## config.mk

```make
export PLATFORM = sky130hd
export DESIGN_NAME = motion_triggered_sample_encoder_flat
export DESIGN_NICKNAME = d
export VERILOG_FILES = /design/src/rtl/mtse_pkg.sv /design/src/rtl/mtse_if.sv /design/src/rtl/motion_triggered_sample_encoder.sv /design/src/flat_wrapper.sv
export SDC_FILE = /design/constraint.sdc
export NUM_CORES = 1
export LEC_CHECK = 0
export BUFFER_PORTS_ARGS = -buffer_cell sky130_fd_sc_hd__buf_2
export CAP_MARGIN = 20
export CORE_UTILIZATION = 50
export DETAILED_ROUTE_END_ITERATION = 10
export PLACE_DENSITY = 0.72
export SYNTH_ARGS = -nofsm -noshare
export SYNTH_HDL_FRONTEND = slang
export SYNTH_SLANG_ARGS = --single-unit
```

## constraint.sdc

```tcl
create_clock -name clk -period 7 [get_ports clk]
set_input_delay 0.7 -clock clk [delete_from_list [all_inputs] [get_ports clk]]
set_output_delay 0.7 -clock clk [all_outputs]
set_load 0.005 [all_outputs]
```

## src/rtl/mtse_pkg.sv

```systemverilog
`timescale 1ns / 1ps
// ----------------------------------------------------------------------------
// mtse_pkg
// Shared widths, register indexes and magnitude helpers for the
// motion-triggered sample encoder.
// ----------------------------------------------------------------------------
package mtse_pkg;

	localparam int SAMPLE_W = 16;
	localparam int ACCEL_W  = 18;
	localparam int JERK_W   = 19;
	localparam int CFG_IDX_W  = 1;
	localparam int CFG_DATA_W = 19;

	typedef logic [SAMPLE_W-1:0]   word_t;
	typedef logic [CFG_IDX_W-1:0]  cfg_idx_t;
	typedef logic [CFG_DATA_W-1:0] cfg_data_t;

	typedef enum logic [CFG_IDX_W-1:0] {
		REG_ACCEL_THR = 1'b0,
		REG_JERK_THR  = 1'b1
	} cfg_reg_t;

	// Magnitude of a signed value. The most negative code maps to its true
	// magnitude, which still fits the unsigned result of the same width.
	function automatic logic [ACCEL_W-1:0] accel_mag(logic signed [ACCEL_W-1:0] v);
		return v[ACCEL_W-1] ? ACCEL_W'(-v) : ACCEL_W'(v);
	endfunction

	function automatic logic [JERK_W-1:0] jerk_mag(logic signed [JERK_W-1:0] v);
		return v[JERK_W-1] ? JERK_W'(-v) : JERK_W'(v);
	endfunction

endpackage

```

## src/rtl/mtse_if.sv

```systemverilog
`timescale 1ns / 1ps
// ----------------------------------------------------------------------------
// mtse channel interfaces
// Sample input, record output and register write channels, each a
// valid/ready pair with its payload.
// ----------------------------------------------------------------------------
interface mtse_sample_if import mtse_pkg::*; ();
	logic  valid;
	logic  ready;
	word_t sample_value;

	modport source (output valid, output sample_value, input ready);
	modport sink   (input valid, input sample_value, output ready);
endinterface

interface mtse_record_if import mtse_pkg::*; ();
	logic  valid;
	logic  ready;
	word_t seq_number;
	word_t value_word;
	word_t delta_word;
	logic  prev_flag;
	logic  last_copy;

	modport source (output valid, output seq_number, output value_word,
		output delta_word, output prev_flag, output last_copy, input ready);
	modport sink   (input valid, input seq_number, input value_word,
		input delta_word, input prev_flag, input last_copy, output ready);
endinterface

interface mtse_cfg_if import mtse_pkg::*; ();
	logic      valid;
	logic      ready;
	cfg_idx_t  index;
	cfg_data_t data;

	modport source (output valid, output index, output data, input ready);
	modport sink   (input valid, input index, input data, output ready);
endinterface

```

## src/rtl/motion_triggered_sample_encoder.sv

```systemverilog
`timescale 1ns / 1ps
// ----------------------------------------------------------------------------
// motion_triggered_sample_encoder
// Turns each 16-bit sample into a record (sequence, value, delta, has-previous)
// and sends it twice when acceleration or jerk magnitude crosses its threshold.
// ----------------------------------------------------------------------------
// A sample is first held in the input register and then moves into the result
// register, from which its record beats are offered.
// Throughput: one sample per cycle when it gives a single record and the output
// is not stalled; a sample that triggers a duplicate holds the result register
// until both copies have left. Reset: arst_n clears thresholds, history, sequence
// counter and both valid flags at once; the block is ready at once after release.
module motion_triggered_sample_encoder import mtse_pkg::*; (
	input  logic clk,
	input  logic arst_n,
	mtse_cfg_if.sink      cfg,
	mtse_sample_if.sink   sample,
	mtse_record_if.source record
);

	// Threshold registers. The user must write them only while the block is idle;
	// the block does not enforce this. Writes are always accepted (cfg.ready is tied high).
	logic [ACCEL_W-1:0] accel_thr_q;
	logic [JERK_W-1:0]  jerk_thr_q;

	assign cfg.ready = 1'b1;

	always_ff @(posedge clk or negedge arst_n) begin
		if (!arst_n) begin
			accel_thr_q <= '0;
			jerk_thr_q  <= '0;
		end else if (cfg.valid) begin
			case (cfg_reg_t'(cfg.index))
				REG_ACCEL_THR: accel_thr_q <= cfg.data[ACCEL_W-1:0];
				REG_JERK_THR:  jerk_thr_q  <= cfg.data[JERK_W-1:0];
				default: ;
			endcase
		end
	end

	// Input register. A new sample is taken whenever the register is empty or
	// its content moves on into the result register in the same cycle.
	logic  valid_s1;
	word_t value_s1;

	// Result register. dup_s2 is set while the first of two copies is on the
	// output; that beat carries last_copy low.
	logic  valid_s2;
	logic  dup_s2;
	word_t seq_s2;
	word_t value_s2;
	word_t delta_s2;
	logic  prev_s2;

	logic s2_free;
	logic s1_adv;

	assign s2_free      = !valid_s2 || (record.ready && !dup_s2);
	assign s1_adv       = valid_s1 && s2_free;
	assign sample.ready = !valid_s1 || s2_free;

	// Motion history carried from one sample to the next.
	word_t                     next_seq_q;
	word_t                     prev_val_q;
	logic                      have_prev_q;
	logic signed [SAMPLE_W-1:0] last_vel_q;
	logic signed [ACCEL_W-1:0]  last_acc_q;
	logic signed [JERK_W-1:0]   last_jerk_q;
	logic [1:0]                warm_q;

	// Velocity is the wrapped difference read as signed. Acceleration and jerk
	// are each one subtract wider than the value before them, so they never
	// overflow.
	word_t                      delta;
	logic signed [SAMPLE_W-1:0] velocity;
	logic signed [ACCEL_W-1:0]  accel;
	logic signed [JERK_W-1:0]   jerk;
	logic                       accel_hit;
	logic                       jerk_hit;
	logic                       dup;

	always_comb begin
		delta    = value_s1 - prev_val_q;
		velocity = $signed(delta);
		accel    = ACCEL_W'(velocity) - ACCEL_W'(last_vel_q);
		jerk     = JERK_W'(accel) - JERK_W'(last_acc_q);
		// An upward crossing: at or above the level now, below it last time.
		accel_hit = (accel_thr_q != '0) && (accel_mag(accel) >= accel_thr_q)
			&& (accel_mag(last_acc_q) < accel_thr_q);
		jerk_hit  = (jerk_thr_q != '0) && (jerk_mag(jerk) >= jerk_thr_q)
			&& (jerk_mag(last_jerk_q) < jerk_thr_q);
		// Two warm-up samples must pass before a duplicate is possible.
		dup = warm_q[1] && (accel_hit || jerk_hit);
	end

	always_ff @(posedge clk or negedge arst_n) begin
		if (!arst_n) begin
			valid_s1 <= 1'b0;
		end else if (sample.ready) begin
			valid_s1 <= sample.valid;
		end
	end

	always_ff @(posedge clk) begin
		if (sample.valid && sample.ready) begin
			value_s1 <= sample.sample_value;
		end
	end

	// History advances once per sample as it leaves the input register. The
	// first sample stores no velocity, and the first two store no acceleration
	// or jerk.
	always_ff @(posedge clk or negedge arst_n) begin
		if (!arst_n) begin
			next_seq_q  <= '0;
			prev_val_q  <= '0;
			have_prev_q <= 1'b0;
			last_vel_q  <= '0;
			last_acc_q  <= '0;
			last_jerk_q <= '0;
			warm_q      <= '0;
		end else if (s1_adv) begin
			next_seq_q  <= next_seq_q + 1'b1;
			prev_val_q  <= value_s1;
			have_prev_q <= 1'b1;
			last_vel_q  <= (warm_q != 2'd0) ? velocity : '0;
			last_acc_q  <= warm_q[1] ? accel : '0;
			last_jerk_q <= warm_q[1] ? jerk : '0;
			if (warm_q != 2'd3) begin
				warm_q <= warm_q + 2'd1;
			end
		end
	end

	always_ff @(posedge clk or negedge arst_n) begin
		if (!arst_n) begin
			valid_s2 <= 1'b0;
			dup_s2   <= 1'b0;
		end else if (s1_adv) begin
			valid_s2 <= 1'b1;
			dup_s2   <= dup;
		end else if (valid_s2 && record.ready) begin
			// The first copy leaves and the same record stays for the last one.
			if (dup_s2) begin
				dup_s2 <= 1'b0;
			end else begin
				valid_s2 <= 1'b0;
			end
		end
	end

	always_ff @(posedge clk) begin
		if (s1_adv) begin
			seq_s2   <= next_seq_q;
			value_s2 <= value_s1;
			delta_s2 <= have_prev_q ? delta : '0;
			prev_s2  <= have_prev_q;
		end
	end

	assign record.valid      = valid_s2;
	assign record.seq_number = seq_s2;
	assign record.value_word = value_s2;
	assign record.delta_word = delta_s2;
	assign record.prev_flag  = prev_s2;
	assign record.last_copy  = !dup_s2;

endmodule

```

## src/flat_wrapper.sv

```systemverilog
// flat-port wrapper written by rule: the top's interface ports become plain ports
module motion_triggered_sample_encoder_flat import mtse_pkg::*;
  (clk, arst_n, cfg_valid, cfg_index, cfg_data, cfg_ready, sample_valid, sample_sample_value, sample_ready, record_valid, record_seq_number, record_value_word, record_delta_word, record_prev_flag, record_last_copy, record_ready);
  mtse_cfg_if cfg_i ();
  mtse_sample_if sample_i ();
  mtse_record_if record_i ();
  input  logic clk;
  input  logic arst_n;
  input wire logic [$bits(cfg_i.valid)-1:0] cfg_valid;
  input wire logic [$bits(cfg_i.index)-1:0] cfg_index;
  input wire logic [$bits(cfg_i.data)-1:0] cfg_data;
  output wire logic [$bits(cfg_i.ready)-1:0] cfg_ready;
  input wire logic [$bits(sample_i.valid)-1:0] sample_valid;
  input wire logic [$bits(sample_i.sample_value)-1:0] sample_sample_value;
  output wire logic [$bits(sample_i.ready)-1:0] sample_ready;
  output wire logic [$bits(record_i.valid)-1:0] record_valid;
  output wire logic [$bits(record_i.seq_number)-1:0] record_seq_number;
  output wire logic [$bits(record_i.value_word)-1:0] record_value_word;
  output wire logic [$bits(record_i.delta_word)-1:0] record_delta_word;
  output wire logic [$bits(record_i.prev_flag)-1:0] record_prev_flag;
  output wire logic [$bits(record_i.last_copy)-1:0] record_last_copy;
  input wire logic [$bits(record_i.ready)-1:0] record_ready;
  assign cfg_i.valid = cfg_valid;
  assign cfg_i.index = cfg_index;
  assign cfg_i.data = cfg_data;
  assign cfg_ready = cfg_i.ready;
  assign sample_i.valid = sample_valid;
  assign sample_i.sample_value = sample_sample_value;
  assign sample_ready = sample_i.ready;
  assign record_valid = record_i.valid;
  assign record_seq_number = record_i.seq_number;
  assign record_value_word = record_i.value_word;
  assign record_delta_word = record_i.delta_word;
  assign record_prev_flag = record_i.prev_flag;
  assign record_last_copy = record_i.last_copy;
  assign record_i.ready = record_ready;
  motion_triggered_sample_encoder u_core (.clk(clk), .arst_n(arst_n), .cfg(cfg_i), .sample(sample_i), .record(record_i));
endmodule
```

# Word level (Yosys, flattened, before mapping)
# Index checks and enable logic that the tools add are counted.
[word_totals]
word_cells = 68
register_bits = 193
out_inout_bits = 53
[classes]
order_cmp = 4
n_bitwise = 1
reduce_logical = 23
muxes = 12
n_eq_ne = 2
addsub = 9
[ops]
columns = ["cell", "n"]
rows = [
  ["2-to-1 mux 19 bit", 3],
  ["2-to-1 mux 18 bit", 3],
  ["negation 19 bit", 2],
  ["greater-or-equal comparator 19 bit", 1],
  ["< comparator 19 bit", 1],
  ["nonzero test 19 bit", 1],
  ["subtractor 17 x 18 -> 19 bit", 1],
  ["greater-or-equal comparator 18 bit", 1],
  ["< comparator 18 bit", 1],
  ["negation 17 -> 18 bit", 1],
  ["negation 18 bit", 1],
  ["nonzero test 18 bit", 1],
  ["subtractor 16 x 16 -> 17 bit", 1],
  ["adder 16 x 1 -> 16 bit (second input constant)", 1],
  ["2-to-1 mux 16 bit", 1],
  ["subtractor 16 bit", 1],
  ["logical AND 1 bit", 9],
  ["AND reduction 2 bit", 4],
  ["2-to-1 mux 1 bit", 5],
  ["inequality test 2 bit (second input constant)", 2],
  ["nonzero test 2 bit", 2],
  ["zero test 1 bit", 3],
  ["logical OR 1 bit", 3],
  ["adder 2 x 1 -> 2 bit (second input constant)", 1],
  ["NOT 1 bit", 1],
]

# Logic depth before layout (Yosys ltp)
# Gate-level depths: netlist of the first run.
[logic_depth]
depth_word = 11
ltp_mapped = 35

# Worst setup path before layout of the first run
# No wires, ideal clock.
[synth_timing]
path_kind = "register to register"
start = "reg u_core.prev_val_q[0]"
end = "reg u_core.dup_s2"
setup_ps = 127
slack_ps = 395
path_buffers = 0
required_ps = 6873
arrival_time_ps = 6477
path_stages_with_launch = 34
path_cell_list = "dfrtp_1 -> ha_1 -> fa_1 -> nand2b_1 -> a21boi_0 -> o21ai_0 -> a21oi_1 -> nor2_1 -> xnor2_1 -> ha_1 -> and2_1 -> a21oi_1 -> nor2b_1 -> a211oi_1 -> ha_1 -> a21oi_1 -> o21ai_1 -> nor3_1 -> a21o_1 -> o2111ai_1 -> a21oi_1 -> a31oi_1 -> a21oi_1 -> xor2_1 -> ha_1 -> a21o_1 -> a21o_1 -> a21oi_1 -> o21ai_0 -> a2111oi_0 -> o21a_1 -> nor4_1 -> a32oi_1 -> o22ai_1"
[synth_between]
elab_chain_cells = 11
[synth_lines]
columns = ["item", "line", "source"]
rows = [
  ["start: declaration", "motion_triggered_sample_encoder.sv:64", "word_t prev_val_q;"],
  ["start signal: assignment", "motion_triggered_sample_encoder.sv:124", "prev_val_q <= value_s1;"],
  ["subtractor 16 bit *", "motion_triggered_sample_encoder.sv:83", "delta = value_s1 - prev_val_q;"],
  ["via u_core.delta[8]", "motion_triggered_sample_encoder.sv:74", "word_t delta;"],
  ["subtractor 16 x 16 -> 17 bit *", "motion_triggered_sample_encoder.sv:85", "accel = ACCEL_W'(velocity) - ACCEL_W'(last_vel_q);"],
  ["subtractor 17 x 18 -> 19 bit", "motion_triggered_sample_encoder.sv:86", "jerk = JERK_W'(accel) - JERK_W'(last_acc_q);"],
  ["negation 19 bit", "mtse_pkg.sv:31", "return v[JERK_W-1] ? JERK_W'(-v) : JERK_W'(v);"],
  ["2-to-1 mux 19 bit", "mtse_pkg.sv:31", ""],
  ["greater-or-equal comparator 19 bit", "motion_triggered_sample_encoder.sv:90", "jerk_hit = (jerk_thr_q != '0) && (jerk_mag(jerk) >= jerk_thr_q)"],
  ["logical AND 1 bit", "motion_triggered_sample_encoder.sv:90", ""],
  ["logical AND 1 bit", "motion_triggered_sample_encoder.sv:91", "&& (jerk_mag(last_jerk_q) < jerk_thr_q);"],
  ["logical OR 1 bit *", "motion_triggered_sample_encoder.sv:93", "dup = warm_q[1] && (accel_hit || jerk_hit);"],
  ["logical AND 1 bit *", "motion_triggered_sample_encoder.sv:93", ""],
  ["2-to-1 mux 1 bit *", "motion_triggered_sample_encoder.sv:139", "end else if (s1_adv) begin"],
  ["end signal: assignment", "motion_triggered_sample_encoder.sv:141", "dup_s2 <= dup;"],
  ["end: declaration", "motion_triggered_sample_encoder.sv:49", "logic dup_s2;"],
]
# The timed path passes the listed nets; every way through them passes the cells marked *.
# A chain may end at the register's enable or synchronous reset.

# Worst setup path in the final report of the first run
# Same ends and word-level chain as after synthesis.

==> results of run 1 <==
## sequential cells by signal (all words and copies together), names as in the netlist, 2 cells and up
signal,count
u_core.accel_thr_q,18
u_core.jerk_thr_q,19
u_core.last_acc_q,17
u_core.last_jerk_q,19
u_core.last_vel_q,16
u_core.next_seq_q,16
u_core.prev_val_q,16
u_core.record.delta_word,16
u_core.record.seq_number,16
u_core.record.value_word,16
u_core.value_s1,16
u_core.warm_q,2
## worst min path at each step
| stage | startpoint | endpoint | slack, ps | cells after the start |
|---|---|---|---|---|
| 2_1_floorplan | arst_n | u_core.accel_thr_q[0]$_DFFE_PN0P_ | 400 | 0 |
| 3_3_place_gp | u_core.value_s1[0]$_DFFE_PP_ | u_core.record.value_word[0]$_DFFE_PP_ | 430 | 0 |
| 3_5_place_dp | u_core.value_s1[0]$_DFFE_PP_ | u_core.record.value_word[0]$_DFFE_PP_ | 450 | 0 |
| 4_1_cts | arst_n | u_core.last_acc_q[7]$_DFFE_PN0P_ | 330 | 1 |
| 5_1_grt | arst_n | u_core.last_acc_q[7]$_DFFE_PN0P_ | 360 | 1 |
| 6_report | arst_n | u_core.accel_thr_q[13]$_DFFE_PN0P_ | 290 | 1 |
## kinds of logic after synthesis
family	after synthesis	share of synthesized area
xor+xnor	108	0.0785
compound gates	307	0.164
flops	192	0.422
simple gates	335	0.136
buf+inv	144	0.0448
other cells	2	0.000618
mux	20	0.0185
fa+ha+maj	130	0.136
## timing repair
action | in CTS | in global routing
hold buffers | 0 | 0
pin swaps | 3 | 65
resized for setup | 14 | 98
setup buffers | 4 | 27
setup endpoints to repair | 1 | 1
## cell usage in the layout, fill, tap and decap left out, types with 5 or more instances in the layout
cell type and instances:
a211oi_1 7, a21o_1 26, a21oi_1 34, a21oi_2 11, a22o_1 13, a31oi_1 6, and2_1 15, and3_1 5
buf_2 91, buf_4 77, clkbuf_16 17, dfrtp_1 127, edfxtp_1 65, ha_1 113, ha_4 11, inv_1 112
mux2_2 20, nand2_1 129, nand2b_1 18, nand3_1 19, nand4_1 16, nor2_1 44, nor2b_1 14, nor3_1 12
nor4_1 15, o211ai_1 7, o21a_1 13, o21ai_0 103, o21ai_1 5, o31ai_1 18, o41ai_1 7, or3_1 7
xnor2_1 84, xnor2_2 5, xor2_1 15
## metal layers
| metal | routed length (microns) | GRT usage | part of all wire | up-vias |
|---|---|---|---|---|
| met5 | 0 | 0 | 0 | - |
| met4 | 637 | 0.0758 | 0.021 | 0 |
| met3 | 1440 | 0.0318 | 0.047 | 47 |
| met2 | 15100 | 0.407 | 0.49 | 313 |
| met1 | 13600 | 0.329 | 0.44 | 4792 |
| li1 | - | - | - | 4743 |
## stage by stage
| stage | util | hold WS (ps) | TNS [ps] |
|---|---|---|---|
| after floorplan | - | 404 | 0 |
| after global placement | 0.560 | 432 | 0 |
| after detailed placement | 0.560 | 447 | -144 |
| after CTS | 0.590 | 326 | 0 |
| after global routing | 0.622 | 358 | -233 |
| final | 0.622 | 293 | 0 |
## cell type report
class                      instances  area (sq um)
tap                              319           399
inverter                         117           440
clock buffer                      18           429
multi-input combinational        904          7040
timing repair buffer             172          1100
fill                            1936          8950
sequential                       192          5130
clock inverter                    14           190
## critical path, delay by kind of cell, from the launching register on
kind	cells	cell delay [ps]
XOR/XNOR	4	820
AND/OR/NAND/NOR	11	2560
adder cells (fa/ha/maj)	5	1590
flip-flops	1	430
AO/OA/AOI/OAI	9	1080
buffers and inverters	3	410
==> summary.txt, run 1 <==
Timing
  – Minimum clock period: between 6000 and 7000 ps
  – Period utilisation layout: 0.994
  – Final hold viol count: 0
  – Relative slew slack: 0.381
  – Clk_skew: about 17 ps
  – Slew Viols, Final: 0
  – Fmax: ~140 MHz
  – Worst slew pin tran: 929 ps
  – Final setup margin: ~43 ps
  – Final setup vio count: 0

GRT
  – Antenna violations before repair: 0
  – Largest net degree at the start of global routing: 88
  – Total gr overflow: 0
  – Number of global-route vias before repair: slightly above 9000
  – Total track usage: 0.244
  – First-pass GRT wire length: ~47 mm

Status
  – Status: complete, no violations

Clocking
  – Num CTS Buffers: 17
  – Clock H-tree levels: 4
  – CTS tree: done
  – Reg clk slew, reported paths: about 80 ps
  – Root buffer cell: clkbuf_16
  – Max clock buf depth: 2
  – Worst-Skew Late Latency: between 400 and 500 ps
  – Num Clock Sinks: 192

Yosys
  – Top cells by count, synth: nand2_1 (129), dfrtp_1 (127), ha_1 (127)
  – Async set or reset register ratio after synthesis: 0.661
  – Synth cell types: 68
  – Largest cells by area after synthesis: dfrtp_1 (26%), edfxtp_1 (16%), ha_1 (13%)
  – Post-synth top flop: dfrtp_1
  – Synth Instances: 1238
  – YS warnings: 0
  – EDFF count, synth: 65
  – Mapped Area: 12100 sq um
  – Yosys top cell by area: dfrtp_1
  – Top cell type's share of synthesized area: 0.262
  – Most common cell in the netlist: nand2_1
  – FF+latch count, synth: approximately 190
  – Sequential area share after synthesis: 0.422
  – Mean Syn Cell Area: 9.81 sq um

Die
  – I/O pins: 94
  – Core area: around 24000 sq um
  – FP Rows: 56
  – Die height: 158 microns
  – Die Area: between 20000 and 25000 sq um
  – Starting Density: 0.513
  – Chip width: between 150 and 200 microns

Placement
  – PortBufs: 92
  – Placed wire-length estimate: about 22 mm
  – GPL Wtd Cong: 0.929
  – Placed cell area: ~13000 sq um
  – Dpl ws: -144 ps
  – Placed insts: about 1700

Critical path
  – Peak fanout along the critical path: 4
  – Reg2reg start: u_core.prev_val_q[0]$_DFFE_PN0P_
  – Reg-to-reg slack, setup: 40 ps
  – CP Capture Type: register
  – R2R Path End: u_core.dup_s2$_DFFE_PN0P_
  – CP required: between 7000 and 8000 ps
  – Crit-path max cell delay: approximately 540 ps
  – Last element of the critical path: u_core.dup_s2$_DFFE_PN0P_
  – Most used cell, CP: xnor2_1
  – Worst Path Class, Setup: reg2reg
  – FF-to-FF path depth: 32
  – Worst path slowest cell: or4_1
  – Worst setup SP type: register
  – WP data arrival: about 7300 ps
  – Critical path origin: u_core.prev_val_q[0]$_DFFE_PN0P_

Route
  – Final WL: 30.8 mm
  – Antenna viol nets, final: 0
  – Drt via density: 5.70
  – DRC viols: 0
  – Drt initial violations: 742
  – Post-DR wirelength/cell: between 15 and 20 microns
  – First drt pass iteration count: 6
  – Via count: 9895

Final layout
  – Fin cells: approximately 1700
  – Area Overhead vs Synth: 21.2%
  – Share of cells above drive strength 1: 0.225
  – # diodes: 0
  – Final nets: approximately 1600
  – Design Area, Final: between 10000 and 15000 sq um

Flow run
  – Max-Cap Viols: 0

Min path
  – Min-delay worst type: in2async
Power of run 1 is left out: the tool's default activity adds up to more than one toggle a clock period on the data nets, which glitch-free logic cannot reach.
==> run 2, diff against run 1 <==
--- a/config.mk
+++ b/config.mk
@@ -8,6 +8,7 @@
 export BUFFER_PORTS_ARGS = -buffer_cell sky130_fd_sc_hd__buf_2
 export CAP_MARGIN = 20
 export CORE_UTILIZATION = 50
+export CTS_BUF_LIST = sky130_fd_sc_hd__clkbuf_16
 export DETAILED_ROUTE_END_ITERATION = 10
 export PLACE_DENSITY = 0.72
 export SYNTH_ARGS = -nofsm -noshare
==> run 2 against run 1 <==
  * Worst hold slack hardly changed
  * Final cell count stayed put
  * Sequential share of layout area stayed put
  * Worst setup slack hardly changed
  * Clock skew hardly changed
  * Register-to-register slack hardly changed
  * Routed wire length hardly changed
  * Sequential cell count stayed put
  * Critical path type unchanged
  * Critical endpoint unchanged
==> summary.txt, run 2 (synthesis gave the netlist of run 1 again) <==
Timing
  – Fmax: 144 MHz (about the same)
  – Minimum clock period: 6960 ps (+0.00570 ps)
  – Relative slew slack: 0.381 (about the same)
  – Clk_skew: 17.0 ps (+0.0159 ps)
  – Worst slew pin tran: 929 ps (-0.00912 ps)
  – Final hold viol count: 0 (unchanged)
  – Final setup vio count: 0 (unchanged)
  – Period utilisation layout: 0.994 (about the same)
  – WHS: 293 ps (-0.439 ps)
  – Slew Viols, Final: 0 (unchanged)

Critical path
  – Last element of the critical path: u_core.dup_s2$_DFFE_PN0P_
  – Worst Path Class, Setup: reg2reg
  – CP Capture Type: register
  – Reg-to-reg slack, setup: 40 ps (about the same)
  – Crit-path max cell delay: 540 ps (about the same)
  – CP required: 7360 ps (about the same)
  – WP data arrival: 7310 ps (about the same)
  – Critical path origin: u_core.prev_val_q[0]$_DFFE_PN0P_
  – CP Depth: 32 (unchanged)
  – FF-to-FF path depth: 32 (unchanged)
  – R2R Path End: u_core.dup_s2$_DFFE_PN0P_
  – Peak fanout along the critical path: 4 (unchanged)
  – Worst path slowest cell: or4_1
  – Top Family by Delay on Critical Path: simple AND/OR/NAND/NOR gates
  – CP Buf/Inv Count: 3 (unchanged)
  – Most used cell, CP: xnor2_1
  – Reg2reg start: u_core.prev_val_q[0]$_DFFE_PN0P_
  – Worst setup SP type: register

GRT
  – Antenna violations before repair: 0 (unchanged)
  – Number of global-route vias before repair: 9276 (unchanged)
  – Total track usage: 0.244 (unchanged)
  – Total gr overflow: 0 (unchanged)
  – First-pass GRT wire length: 47.3 mm (unchanged)
  – Largest net degree at the start of global routing: 88 (unchanged)

Route
  – Drt via density: 5.70 (about the same)
  – Drt initial violations: 744 (+0.27%)
  – First drt pass iteration count: 6 (unchanged)
  – Post-DR wirelength/cell: 17.7 microns (about the same)
  – Antenna viol nets, final: 0 (unchanged)
  – Final WL: 30.8 mm (about the same)
  – DRC viols: 0 (unchanged)
  – Via count: 9896 (+0.010%)

Final layout
  – Most frequent cells in the layout: nand2_1 (129), dfrtp_1 (127), inv_1 (113), ha_1 (113), o21ai_0 (103)
  – # diodes: 0 (unchanged)
  – End-of-flow core utilization: 0.622 (unchanged)
  – Design Area, Final: 14700 sq um (unchanged)
  – Fin cells: 1736 (unchanged)
  – Share of cells above drive strength 1: 0.225 (unchanged)
  – Top flop regs: u_core.jerk_thr_q x19, u_core.last_jerk_q x19, u_core.accel_thr_q x18
  – Area Overhead vs Synth: 21.2% (unchanged)
  – # fillers: 1936 (unchanged)
  – Final nets: 1575 (unchanged)
  – Commonest non-fill, non-tap cell in the layout: nand2_1

Clocking
  – Clock H-tree levels: 4 (unchanged)
  – Root buffer cell: clkbuf_16
  – Max clock buf depth: 2 (unchanged)
  – Num Clock Sinks: 192 (unchanged)
  – CTS tree: done
  – Num CTS Buffers: 17 (unchanged)
  – Worst-Skew Late Latency: 450 ps (about the same)
  – Reg clk slew, reported paths: 80 ps (about the same)
  – Hold_buf cts: 0 (unchanged)

Die
  – Starting Density: 0.513 (unchanged)
  – Die Area: 24900 sq um (unchanged)
  – Die height: 158 microns (unchanged)
  – Core area: 23700 sq um (unchanged)
  – I/O pins: 94 (unchanged)
  – Chip width: 158 microns (unchanged)
  – FP Rows: 56 (unchanged)

Placement
  – PortBufs: 92 (unchanged)
  – Placed wire-length estimate: 22.2 mm (unchanged)
  – GPL Wtd Cong: 0.929 (unchanged)
  – Placed insts: 1671 (unchanged)
  – Placed cell area: 13300 sq um (unchanged)

Min path
  – Min-delay worst type: in2async

Status
  – Status: complete, no violations

Flow run
  – Max-Cap Viols: 0 (unchanged)
## run 2: changes by cell type in the layout (fill, tap and decap cells not counted)
cell / previous run / this run
clkbuf_1: 1 / 0
inv_1: 112 / 113
## run 2: how the worst min path moves through the flow
stage,cells past startpoint,startpoint,end,slack [ps]
after floorplan,0,arst_n,u_core.accel_thr_q[0]$_DFFE_PN0P_,400
after global placement,0,u_core.value_s1[0]$_DFFE_PP_,u_core.record.value_word[0]$_DFFE_PP_,430
after detailed placement,0,u_core.value_s1[0]$_DFFE_PP_,u_core.record.value_word[0]$_DFFE_PP_,450
after CTS,1,arst_n,u_core.last_acc_q[7]$_DFFE_PN0P_,330
after global routing,1,arst_n,u_core.last_acc_q[7]$_DFFE_PN0P_,360
final,1,arst_n,u_core.accel_thr_q[13]$_DFFE_PN0P_,290
## run 2: cell type report
class                      instances  area, sq um  area share
sequential                       192         5130       0.348
multi-input combinational        904         7040       0.478
tap                              319          399      0.0271
timing repair buffer             172         1100      0.0746
clock buffer                      17          425      0.0289
inverter                         117          440      0.0299
clock inverter                    15          194      0.0132
## run 2: per-stage QoR
step	setup TNS [ps]	worst slack [ps]
after floorplan	0	395
after global placement	0	40.4
after detailed placement	-144	-144
after CTS	0	25.6
after global routing	-233	-233
final	0	43.1
## run 2: layer usage
layer / global-route usage / vias to the layer above / part of all wire
met4: 0.0758 / 0 / 0.021
met5: 0 / - / 0
met1: 0.329 / 4790 / 0.44
met2: 0.407 / 314 / 0.49
li1: - / 4743 / -
met3: 0.0318 / 49 / 0.047
## run 2: timing repair
action	CTS	global route
pin swaps	3	65
endpoints found under the setup margin	1	1
gates resized for setup	14	98
setup buffers	4	27
## run 2: worst register-to-register path, delay by kind of cell (launching register included)
kind,cells,cell delay [ps]
buf+inv,3,410
flops,1,430
simple gates,11,2560
fa+ha+maj,5,1600
compound gates,9,1090
xor+xnor,4,820
Power of run 2 is left out for the same reason.
==> run 3, diff against run 2 <==
--- a/config.mk
+++ b/config.mk
@@ -7,10 +7,10 @@
 export LEC_CHECK = 0
 export BUFFER_PORTS_ARGS = -buffer_cell sky130_fd_sc_hd__buf_2
 export CAP_MARGIN = 20
-export CORE_UTILIZATION = 50
+export CORE_UTILIZATION = 40
 export CTS_BUF_LIST = sky130_fd_sc_hd__clkbuf_16
 export DETAILED_ROUTE_END_ITERATION = 10
-export PLACE_DENSITY = 0.72
+export PLACE_DENSITY = 0.6
 export SYNTH_ARGS = -nofsm -noshare
 export SYNTH_HDL_FRONTEND = slang
 export SYNTH_SLANG_ARGS = --single-unit
==> run 3 against run 2 <==
  * Final area decreased by 1.7%
  * Die area increased by 25%
  * Register-to-register slack improved by 240 ps
  * Sequential share of layout area increased by 0.59 points
  * Count of clock-buffer cells in the layout unchanged
  * Largest cell class unchanged
==> summary.txt, run 3 (synthesis gave the netlist of run 1 again) <==
Status
  – Status: complete, no violations

Final layout
  – End-of-flow core utilization: 0.486 (-0.136)
  – Top flop regs: u_core.jerk_thr_q x19, u_core.last_jerk_q x19, u_core.accel_thr_q x18
  – Area Overhead vs Synth: 19.2%
  – Area of the multi-input gates: 6850 sq um (-2.7%)
  – Fin cells: 1797 (+3.5%)
  – Most frequent cells in the layout: nand2_1 (129), dfrtp_1 (127), ha_1 (118)
  – Final nets: 1565 (-0.63%)
  – Register area: 5130 sq um (unchanged)
  – # fillers: 2789 (+44%)
  – Share of cells above drive strength 1: 0.200 (-0.0254)
  – Commonest non-fill, non-tap cell in the layout: nand2_1
  – # diodes: 0 (unchanged)

Route
  – Post-DR wirelength/cell: 17.2 microns (-3.3%)
  – Final WL: 30.8 mm (+0.12%)
  – DRC viols: 0 (unchanged)
  – First drt pass iteration count: 5 (-1)
  – Drt via density: 5.38 (-5.6%)
  – Drt initial violations: 528 (-29%)
  – Via count: 9673 (-2.3%)
  – Antenna viol nets, final: 0 (unchanged)

Critical path
  – CP required: 7320 ps (-40 ps)
  – CP Capture Type: register
  – WP data arrival: 7040 ps (-270 ps)
  – Worst path slowest cell: or4_1
  – Crit-path max cell delay: 540 ps (about the same)
  – Worst Path Class, Setup: reg2reg
  – Worst setup SP type: register
  – Peak fanout along the critical path: 6 (+2)

Clocking
  – Root buffer cell: clkbuf_16
  – Max clock buf depth: 2 (unchanged)
  – Num Clock Sinks: 192 (unchanged)
  – Num CTS Buffers: 17 (unchanged)
  – Hold_buf cts: 0 (unchanged)
  – Reg clk slew, reported paths: 80 ps (about the same)
  – Clock H-tree levels: 4 (unchanged)
  – CTS tree: done
  – Worst-Skew Late Latency: 460 ps (about the same)

Timing
  – Final setup vio count: 0 (unchanged)
  – Slew Viols, Final: 0 (unchanged)
  – Period utilisation layout: 0.960 (-0.0343)
  – Minimum clock period: 6720 ps (-240 ps)
  – Final setup margin: 283 ps (+240 ps)
  – Relative slew slack: 0.338 (-0.0421)
  – Clk_skew: 14.8 ps (-2.26 ps)
  – Fmax: 149 MHz (+3.6%)
  – Worst slew pin tran: 991 ps (+62.1 ps)
  – Final hold viol count: 0 (unchanged)
  – WHS: 236 ps (-57.5 ps)

Placement
  – Placed insts: 1754 (+5.0%)
  – Placed wire-length estimate: 23.2 mm (+4.5%)
  – GPL Wtd Cong: 0.920 (-0.98%)
  – PortBufs: 92 (unchanged)
  – Dpl ws: -157 ps (-13.6 ps)

Min path
  – Min-delay worst type: in2async

Die
  – FP Rows: 63 (+13%)
  – I/O pins: 94 (unchanged)
  – Core area: 29800 sq um (+26%)
  – Die height: 176 microns (+12%)
  – Starting Density: 0.408 (-0.105)
  – Chip width: 176 microns (+12%)
  – Die Area: 31100 sq um (+25%)

GRT
  – Antenna violations before repair: 0 (unchanged)
  – First-pass GRT wire length: 48.5 mm (+2.5%)
  – Total gr overflow: 0 (unchanged)
  – Number of global-route vias before repair: 9202 (-0.80%)
  – Largest net degree at the start of global routing: 75 (-15%)
  – Total track usage: 0.200 (-0.0443)

Flow run
  – Max-Cap Viols: 0 (unchanged)
[run 3: changes by cell type in the layout (fill, tap and decap cells not counted), moves of 3 or more]
cell,before,now
ha_4,11,7
a21oi_2,11,8
buf_4,77,69
nor2b_1,14,18
ha_1,113,118
nor2b_4,4,1
[run 3: final cells by class]
class	count	area share
Clock inverter	15	0.0105
Timing Repair Buffer	162	0.0690
Sequential cell	192	0.354
Tap cell	390	0.0337
Inverter	117	0.0304
Multi-Input combinational cell	904	0.473
Clock buffer	17	0.0294
[run 3: layer usage]
layer	global-route usage	share of wire
met1	0.270	0.46
met5	0	0
met4	0.0703	0.022
met2	0.329	0.49
met3	0.0235	0.027
[run 3: worst max-delay path: cells and delay by family (launching register included)]
kind,cells,cell delay (ps)
compound gates,12,2620
simple gates,8,1530
fa+ha+maj,5,1430
xor+xnor,3,630
flops,1,390
[run 3: repair_timing]
| item | 4_1_cts | 5_1_grt |
|---|---|---|
| pin swaps | 1 | 28 |
| endpoints found under the setup margin | 1 | 1 |
| gates resized for setup | 13 | 61 |
| buffers inserted | 0 | 10 |
[run 3: metrics by stage]
| stage | instance area (sq um) | setup TNS, ps |
|---|---|---|
| global route | 14500 | -103 |
| detailed placement | 13500 | -157 |
| floorplan | 12200 | 0 |
| global placement | 13500 | 0 |
| finish | 14500 | 0 |
| CTS | 14100 | 0 |
[run 3: worst paths after layout]
kind | startpoint | end | slack [ps] | cells past startpoint
worst max-delay path | u_core.prev_val_q[0]$_DFFE_PN0P_ | u_core.dup_s2$_DFFE_PN0P_ | 280 | 28
worst min-delay path | arst_n | u_core.accel_thr_q[6]$_DFFE_PN0P_ | 240 | 1
worst max register to register | u_core.prev_val_q[0]$_DFFE_PN0P_ | u_core.dup_s2$_DFFE_PN0P_ | 280 | 28
worst min register to register | u_core.value_s1[0]$_DFFE_PP_ | u_core.record.value_word[0]$_DFFE_PP_ | 450 | 0
max in group asynchronous | arst_n | u_core.last_acc_q[14]$_DFFE_PN0P_ | 5400 | 2
min in group clk | sample_sample_value[12] | u_core.value_s1[12]$_DFFE_PP_ | 420 | 1
Power of run 3 is left out for the same reason.
